### src/rtl/itag_pkg.sv
// Shared types and constants for the integrity tree address generator.
// Holds the sequencer state type, access kind codes, register indexes and
// the result record. No dependencies.
`timescale 1ns / 1ps

package itag_pkg;

  // Field widths of the transaction payload
  localparam int unsigned META_W  = 40;
  localparam int unsigned BYTES_W = 7;
  localparam int unsigned LEVEL_W = 4;

  // Access kind codes
  typedef enum logic [1:0] {
    KIND_MAC  = 2'd0,
    KIND_CNT  = 2'd1,
    KIND_TREE = 2'd2,
    KIND_ERR  = 2'd3
  } kind_t;

  // Access sizes
  localparam logic [BYTES_W-1:0] BYTES_MAC  = 7'd8;
  localparam logic [BYTES_W-1:0] BYTES_LINE = 7'd64;
  localparam logic [BYTES_W-1:0] BYTES_ERR  = 7'd0;

  // Register indexes on the APB port (byte address 8 * index)
  localparam logic [2:0] REG_MAC_BASE     = 3'd0;
  localparam logic [2:0] REG_COUNTER_BASE = 3'd1;
  localparam logic [2:0] REG_TREE_BASE    = 3'd2;
  localparam logic [2:0] REG_ROOT_BASE    = 3'd3;
  localparam logic [2:0] REG_DATA_LIMIT   = 3'd4;

  // Sequencer states
  typedef enum logic [3:0] {
    ST_IDLE,
    ST_SCAN,
    ST_ERR,
    ST_MAC,
    ST_CNT,
    ST_LEAF,
    ST_END,
    ST_DIFF,
    ST_PAR,
    ST_FLUSH
  } state_t;

  // One result record
  typedef struct packed {
    logic [META_W-1:0]  meta_address;
    kind_t              access_kind;
    logic [BYTES_W-1:0] access_bytes;
    logic [LEVEL_W-1:0] tree_level;
    logic               last;
  } result_t;

endpackage

### src/rtl/integrity_tree_address_generator.sv
// Integrity tree address generator: turns one protected data write address
// into a run of MAC, counter and tree node addresses. An accepted request
// with an in-range address first scans the layer starts (one add per cycle,
// up to MAX_LAYERS checks) to find the root, then emits MAC, counter and
// leaf and walks each tree layer below the root through its layer end,
// offset and parent steps, all on one shared adder. An out-of-range address
// or a missing root gives a single error result. in_stall is high for the
// whole request. The last result leaves from a one-entry hold after the walk.
// Depends on itag_pkg.
`timescale 1ns / 1ps

module integrity_tree_address_generator #(
  parameter int unsigned MAX_LAYERS       = 10,
  parameter int unsigned LEAF_LAYER_BYTES = 33554432,
  parameter int unsigned ADDR_WIDTH       = 40
) (
  input  logic        clk,
  input  logic        rst_n,
  // request channel
  input  logic        in_valid,
  output logic        in_stall,
  input  logic [39:0] in_data_address,
  // result channel
  output logic        out_valid,
  input  logic        out_stall,
  output logic [39:0] out_meta_address,
  output logic [1:0]  out_access_kind,
  output logic [6:0]  out_access_bytes,
  output logic [3:0]  out_tree_level,
  output logic        out_last,
  // configuration port
  input  logic        psel,
  input  logic        penable,
  input  logic        pwrite,
  input  logic [5:0]  paddr,
  input  logic [63:0] pwdata,
  output logic [63:0] prdata,
  output logic        pready
);

  localparam int unsigned AW  = ADDR_WIDTH;
  localparam int unsigned MW  = itag_pkg::META_W;
  localparam int unsigned CW  = (AW > MW) ? AW : MW;
  localparam int unsigned SZW = $clog2(LEAF_LAYER_BYTES + 1);
  localparam int unsigned LW  = $clog2(MAX_LAYERS + 1);

  // Configuration registers
  logic [MW-1:0] mac_base_r, counter_base_r, tree_base_r, root_base_r, data_limit_r;
  logic [2:0]    reg_idx;
  logic          cfg_wr;

  // Sequencer and datapath registers
  itag_pkg::state_t  state_r, state_nxt;
  logic [MW-1:0]     addr_r, addr_nxt;
  logic [AW-1:0]     start_r, start_nxt;
  logic [SZW-1:0]    size_r, size_nxt;
  logic [AW-1:0]     node_r, node_nxt;
  logic [AW-1:0]     end_r, end_nxt;
  logic [AW-1:0]     diff_r, diff_nxt;
  logic [LW-1:0]     lay_r, lay_nxt;
  logic [LW-1:0]     nlay_r, nlay_nxt;
  itag_pkg::result_t pend_r, pend_nxt;
  logic              pend_v_r, pend_v_nxt;
  itag_pkg::result_t out_r, out_nxt;
  logic              out_valid_r, out_valid_nxt;

  // Shared adder
  logic [AW-1:0] opa, opb, sum;
  logic          cin;

  // Offsets derived by shifts only
  logic [MW-1:0] mac_off_w;
  logic [AW-1:0] mac_off, cnt_off, leaf_off, par_off;
  logic          out_free, go, root_hit, node_below;
  itag_pkg::result_t res_new;

  // Level of a parent: layer index plus one, cut to the field width
  function automatic logic [itag_pkg::LEVEL_W-1:0] LEVEL_W_CAST(input logic [LW-1:0] lay);
    logic [LW:0] lvl;
    lvl = {1'b0, lay} + 1'b1;
    return itag_pkg::LEVEL_W'(lvl);
  endfunction

  assign pready  = 1'b1;
  assign cfg_wr  = psel && penable && pwrite;
  assign reg_idx = paddr[5:3];

  // Write configuration registers
  always_ff @(posedge clk) begin
    if (!rst_n) begin
      mac_base_r     <= '0;
      counter_base_r <= '0;
      tree_base_r    <= '0;
      root_base_r    <= '0;
      data_limit_r   <= '0;
    end else if (cfg_wr) begin
      unique case (reg_idx)
        itag_pkg::REG_MAC_BASE:     mac_base_r     <= pwdata[MW-1:0];
        itag_pkg::REG_COUNTER_BASE: counter_base_r <= pwdata[MW-1:0];
        itag_pkg::REG_TREE_BASE:    tree_base_r    <= pwdata[MW-1:0];
        itag_pkg::REG_ROOT_BASE:    root_base_r    <= pwdata[MW-1:0];
        itag_pkg::REG_DATA_LIMIT:   data_limit_r   <= pwdata[MW-1:0];
        default: ;
      endcase
    end
  end

  // Read back configuration registers
  always_comb begin
    unique case (reg_idx)
      itag_pkg::REG_MAC_BASE:     prdata = 64'(mac_base_r);
      itag_pkg::REG_COUNTER_BASE: prdata = 64'(counter_base_r);
      itag_pkg::REG_TREE_BASE:    prdata = 64'(tree_base_r);
      itag_pkg::REG_ROOT_BASE:    prdata = 64'(root_base_r);
      itag_pkg::REG_DATA_LIMIT:   prdata = 64'(data_limit_r);
      default:                    prdata = '0;
    endcase
  end

  // Address offsets
  assign mac_off_w = (addr_r >> 8) << 5;
  assign mac_off   = AW'(mac_off_w);
  assign cnt_off   = (mac_off >> 11) << 8;
  assign leaf_off  = (cnt_off >> 11) << 8;
  assign par_off   = (diff_r >> 11) << 8;

  assign sum        = opa + opb + AW'(cin);
  assign root_hit   = (CW'(start_r) == CW'(root_base_r));
  assign node_below = (node_r < end_r);
  assign out_free   = !out_valid_r || !out_stall;
  assign go         = !pend_v_r || out_free;

  // Sequencer: next state, adder operands and result handling
  always_comb begin
    state_nxt     = state_r;
    addr_nxt      = addr_r;
    start_nxt     = start_r;
    size_nxt      = size_r;
    node_nxt      = node_r;
    end_nxt       = end_r;
    diff_nxt      = diff_r;
    lay_nxt       = lay_r;
    nlay_nxt      = nlay_r;
    pend_nxt      = pend_r;
    pend_v_nxt    = pend_v_r;
    out_nxt       = out_r;
    out_valid_nxt = out_valid_r && out_stall;
    opa           = start_r;
    opb           = AW'(size_r);
    cin           = 1'b0;
    res_new       = '{meta_address: MW'(sum), access_kind: itag_pkg::KIND_TREE,
                      access_bytes: itag_pkg::BYTES_LINE, tree_level: '0, last: 1'b0};

    unique case (state_r)
      itag_pkg::ST_IDLE: begin
        if (in_valid) begin
          addr_nxt  = in_data_address;
          start_nxt = AW'(tree_base_r);
          size_nxt  = SZW'(LEAF_LAYER_BYTES);
          lay_nxt   = '0;
          state_nxt = (in_data_address >= data_limit_r) ? itag_pkg::ST_ERR
                                                        : itag_pkg::ST_SCAN;
        end
      end

      // Find the layer that starts at the root
      itag_pkg::ST_SCAN: begin
        if (root_hit) begin
          nlay_nxt  = lay_r;
          state_nxt = itag_pkg::ST_MAC;
        end else if (lay_r == LW'(MAX_LAYERS - 1)) begin
          state_nxt = itag_pkg::ST_ERR;
        end else begin
          start_nxt = sum;
          size_nxt  = size_r >> 3;
          lay_nxt   = lay_r + 1'b1;
        end
      end

      // Single error result
      itag_pkg::ST_ERR: begin
        if (out_free) begin
          out_nxt = '{meta_address: '0, access_kind: itag_pkg::KIND_ERR,
                      access_bytes: itag_pkg::BYTES_ERR, tree_level: '0, last: 1'b1};
          out_valid_nxt = 1'b1;
          state_nxt     = itag_pkg::ST_IDLE;
        end
      end

      itag_pkg::ST_MAC: begin
        opa     = AW'(mac_base_r);
        opb     = mac_off;
        res_new.access_kind  = itag_pkg::KIND_MAC;
        res_new.access_bytes = itag_pkg::BYTES_MAC;
        pend_nxt   = res_new;
        pend_v_nxt = 1'b1;
        state_nxt  = itag_pkg::ST_CNT;
      end

      itag_pkg::ST_CNT: begin
        opa = AW'(counter_base_r);
        opb = cnt_off;
        res_new.access_kind = itag_pkg::KIND_CNT;
        if (go) begin
          out_nxt       = pend_r;
          out_valid_nxt = 1'b1;
          pend_nxt      = res_new;
          state_nxt     = itag_pkg::ST_LEAF;
        end
      end

      itag_pkg::ST_LEAF: begin
        opa = AW'(tree_base_r);
        opb = leaf_off;
        if (go) begin
          out_nxt       = pend_r;
          out_valid_nxt = 1'b1;
          pend_nxt      = res_new;
          node_nxt      = sum;
          start_nxt     = AW'(tree_base_r);
          size_nxt      = SZW'(LEAF_LAYER_BYTES);
          lay_nxt       = '0;
          state_nxt     = (nlay_r == '0) ? itag_pkg::ST_FLUSH : itag_pkg::ST_END;
        end
      end

      // Layer end
      itag_pkg::ST_END: begin
        end_nxt   = sum;
        state_nxt = itag_pkg::ST_DIFF;
      end

      // Node offset inside the layer
      itag_pkg::ST_DIFF: begin
        opa       = node_r;
        opb       = ~start_r;
        cin       = 1'b1;
        diff_nxt  = sum;
        state_nxt = itag_pkg::ST_PAR;
      end

      // Parent node, then advance to the next layer
      itag_pkg::ST_PAR: begin
        opa = end_r;
        opb = par_off;
        res_new.tree_level = LEVEL_W_CAST(lay_r);
        if (!node_below || go) begin
          if (node_below) begin
            out_nxt       = pend_r;
            out_valid_nxt = 1'b1;
            pend_nxt      = res_new;
            node_nxt      = sum;
          end
          start_nxt = end_r;
          size_nxt  = size_r >> 3;
          lay_nxt   = lay_r + 1'b1;
          state_nxt = (LW'(lay_r + 1'b1) == nlay_r) ? itag_pkg::ST_FLUSH
                                                    : itag_pkg::ST_END;
        end
      end

      // Release the held result as the last of the run
      itag_pkg::ST_FLUSH: begin
        if (out_free) begin
          out_nxt       = pend_r;
          out_nxt.last  = 1'b1;
          out_valid_nxt = 1'b1;
          pend_v_nxt    = 1'b0;
          state_nxt     = itag_pkg::ST_IDLE;
        end
      end

      default: state_nxt = itag_pkg::ST_IDLE;
    endcase
  end

  // Control registers
  always_ff @(posedge clk) begin
    if (!rst_n) begin
      state_r     <= itag_pkg::ST_IDLE;
      pend_v_r    <= 1'b0;
      out_valid_r <= 1'b0;
    end else begin
      state_r     <= state_nxt;
      pend_v_r    <= pend_v_nxt;
      out_valid_r <= out_valid_nxt;
    end
  end

  // Datapath registers
  always_ff @(posedge clk) begin
    addr_r  <= addr_nxt;
    start_r <= start_nxt;
    size_r  <= size_nxt;
    node_r  <= node_nxt;
    end_r   <= end_nxt;
    diff_r  <= diff_nxt;
    lay_r   <= lay_nxt;
    nlay_r  <= nlay_nxt;
    pend_r  <= pend_nxt;
    out_r   <= out_nxt;
  end

  assign in_stall         = (state_r != itag_pkg::ST_IDLE);
  assign out_valid        = out_valid_r;
  assign out_meta_address = out_r.meta_address;
  assign out_access_kind  = out_r.access_kind;
  assign out_access_bytes = out_r.access_bytes;
  assign out_tree_level   = out_r.tree_level;
  assign out_last         = out_r.last;

endmodule

### config.mk
export PLATFORM = sky130hd
export DESIGN_NAME = integrity_tree_address_generator
export DESIGN_NICKNAME = d
export VERILOG_FILES = /design/src/rtl/itag_pkg.sv /design/src/rtl/integrity_tree_address_generator.sv
export SDC_FILE = /design/constraint.sdc
export NUM_CORES = 1
export LEC_CHECK = 0
export ABC_AREA = 0
export BUFFER_PORTS_ARGS = -buffer_cell sky130_fd_sc_hd__buf_4
export CORE_ASPECT_RATIO = 1.5
export CORE_MARGIN = 1
export CORE_UTILIZATION = 35
export DETAILED_ROUTE_END_ITERATION = 8
export SLEW_MARGIN = 20
export SYNTH_ARGS = -nofsm -noshare
export SYNTH_HDL_FRONTEND = slang
export SYNTH_SLANG_ARGS = --single-unit
### constraint.sdc
create_clock -name clk -period 5.9 [get_ports clk]
set_input_delay 1.18 -clock clk [delete_from_list [all_inputs] [get_ports clk]]
set_output_delay 1.18 -clock clk [all_outputs]
set_load 0.02 [all_outputs]
==> flow_summary.json <==
{
  "rsz0062_at_grt": "no",
  "fp.dieW_um": 222,
  "worst_pin_slew_ps": 1190,
  "firstDrtPassIters": 7,
  "finalClockSkew_ps": 21.4,
  "cts-root-buf": "clkbuf_16",
  "core_area_um2": 71800,
  "power.density_nw_per_um2": 568,
  "syn_to_final_growth_pct": 16.2,
  "drv_cap": 0,
  "grt_max_degree": 154,
  "synth_top_cell_by_area": "edfxtp_1",
  "io_pins": 238,
  "overflow": 0,
  "port_buffers": 180,
  "setup_tns_ps": 0,
  "critPathKind": "flop to flop",
  "grt_use_total": 0.250,
  "ctsHoldBuffers": 0,
  "layout_commonest_cell": "nand2_1",
  "worstPathMaxFanout": 18,
  "min_to": "data_limit_r[4]",
  "worstSetupStartpointType": "flop",
  "routedWlPerCell_um": 25.5,
  "cts_tree": "done",
  "holdPathStages": 2,
  "async_reset_ff_frac": 0,
  "fin_ws_ps": 487,
  "synth_area_leaders": "edfxtp_1 35%, dfxtp_1 16%, nand2_1 8.0%",
  "rows": 120,
  "routed_wirelength_um": 94900,
  "chipHeight_um": 332,
  "hp-start": "data_limit_r[4]",
  "irDropWorstVdd_uv": 300,
  "drt-initial-drc-count": 2304,
  "multi_input_area_um2": 11500,
  "cts_resized": 0,
  "endpoint_kind": "flop",
  "grt_pass1_wl_um": 138000,
  "yosysTopAreaCellShare": 0.348,
  "p_leak_nw": 11.0,
  "r2r_start": "state_r[0]",
  "nets": 3001,
  "final_util": 0.412,
  "numCtsBuffers": 51,
  "drive_above_1_share": 0.127,
  "hold_violations": 0,
  "cts-htree-levels": 2,
  "finalCritPeriodShare": 0.917,
  "grt_pass1_vias": 20800,
  "post_cts_buffers": 0,
  "period_minus_slack_ps": 5410,
  "hp-class": "flop to flop",
  "cts_sinks": 501,
  "synth_seq_cells": 501,
  "final-seq-area_um2": 13000,
  "initial_core_util": 0.355,
  "syn_inst": 2635,
  "postRouteAntennaNets": 0,
  "arrival_ps": 5900,
  "pre_cts_ws_ps": 543,
  "syn-cell-area_um2": 25500,
  "synth-seq-area-share": 0.510,
  "ff2ff_setup_slack_ps": 490,
  "clock_latency_ps": 620,
  "fmax_mhz": 185,
  "whs_ps": 472,
  "cts.clk_slew.worst_paths_ps": 60,
  "status": "finished clean",
  "reg2reg_to": "start_r[36]",
  "ys.flop_type": "edfxtp_1",
  "yosysUniqueCellTypes": 73,
  "reg2regPathDepth": 17,
  "setup-violations-final": 0,
  "max_slew_margin": 0.208,
  "diodes": 0,
  "die_area_um2": 73900,
  "clock_path_buffers": 3,
  "mostFrequentLayoutCells": "539 x nand2_1, 295 x edfxtp_1, 263 x a21oi_1",
  "slew_violations": 0,
  "antenna_found_initial": 1,
  "num_vias": 21600,
  "synth_edf_count": 295,
  "routed_via_density": 5.82,
  "yosys_warnings": 0,
  "gp_congestion": 0.935,
  "fillers": 6990,
  "dp_hpwl_um": 66500,
  "drc_errors": 0,
  "worstPathRequired_ps": 6390,
  "synth_area_per_cell_um2": 9.67
}
cells in the mapped netlist (3+ instances only):
cell	n
a211o_1	4
a211oi_1	7
a21boi_1	4
a21o_1	45
a21oi_1	265
a221o_1	79
a221oi_1	26
a222oi_1	23
a22oi_1	87
a311oi_1	3
a31oi_1	52
and2_1	54
and3_1	15
buf_1	12
buf_4	30
clkbuf_1	147
dfxtp_1	206
edfxtp_1	295
ha_1	119
inv_1	94
mux2i_1	39
nand2_1	540
nand2b_1	10
nand3_1	18
nand4_1	16
nor2_1	135
nor2b_1	14
nor3_1	19
nor3b_1	3
nor4_1	19
o21a_1	12
o21ai_0	95
o21ai_1	6
o21bai_1	5
o22ai_1	4
o31ai_1	4
or3_1	6
xnor2_1	36
xor2_1	46
worst max-delay path, cell delays in order, from the launching register on:
cell and delay [ps]:
dfxtp_1 750, nand2_1 400, nor3_4 300, a222oi_1 160
nand3_1 110, o21ai_0 110, fa_1 480, fa_1 470
nor2b_1 180, o31a_1 210, o2111ai_2 210, a2111oi_2 530
buf_4 200, o21ai_1 90, nand2_1 150, a21oi_1 110
xnor2_1 560, a221o_1 250
flip-flops by register name, summed over array words and instances (netlist names), 4 cells and up:
register          flops
pend_r               48
start_r              40
mac_base_r           40
state_r               4
end_r                40
data_limit_r         40
size_r                9
addr_r               32
node_r               40
out_tree_level        4
tree_base_r          40
nlay_r                4
diff_r               29
out_meta_address     40
counter_base_r       40
lay_r                 4
root_base_r          40
cell type report:
class                           instances  share of cell area
Sequential cell                       501               0.439
Clock inverter                         25             0.00727
Clock buffer                           69              0.0503
Timing Repair Buffer                  240              0.0634
Inverter                               95              0.0123
Multi-Input combinational cell       1874               0.389
Tap cell                              915              0.0387
cell families (layout without fill, tap and decap cells):
logic type,after synthesis,after routing,synth area share
flip-flops,501,501,0.510
other,2,30,0.000295
multiplexers,40,40,0.0158
AND/OR/NAND/NOR,856,856,0.143
AO/OA/AOI/OAI,745,745,0.196
XOR/XNOR,82,82,0.0282
adder cells (fa/ha/maj),121,121,0.0600
buffers and inverters,288,429,0.0475
routing by layer:
| layer | vias up | track usage | wire (um) |
|---|---|---|---|
| li1 | 9762 | - | - |
| met1 | 10500 | 0.326 | 37600 |
| met2 | 1190 | 0.405 | 43700 |
| met3 | 203 | 0.0423 | 8980 |
| met4 | 2 | 0.113 | 4570 |
| met5 | - | 0 | 14 |
how the worst max path moves through the flow:
stage	start	end	slack [ps]	cells past startpoint
floorplan	node_r[9]	pend_r[11]	260	10
global placement	state_r[2]	start_r[32]	560	19
detailed placement	state_r[2]	start_r[32]	540	17
CTS	state_r[0]	start_r[32]	540	17
global route	state_r[2]	start_r[36]	150	19
finish	state_r[0]	start_r[36]	490	17
stage by stage:
step           power (mW)  instances  area, um2
2_1_floorplan        10.1       2663      25600
3_3_place_gp         13.3       3625      27900
3_5_place_dp         13.4       3625      27900
4_1_cts              16.8       3719      29600
5_1_grt              17.5       3719      29600
6_report             16.8       3719      29600
report_power, final:
part	switching (mW)	total, mW	leakage (nW)	internal [mW]
logic	5.12	7.40	5.71	2.27
clock network	1.48	3.38	0.845	1.90
registers	0.540	6.03	4.46	5.49
total	7.14	16.8	11.0	9.66
(Power assumes the default switching activity.)
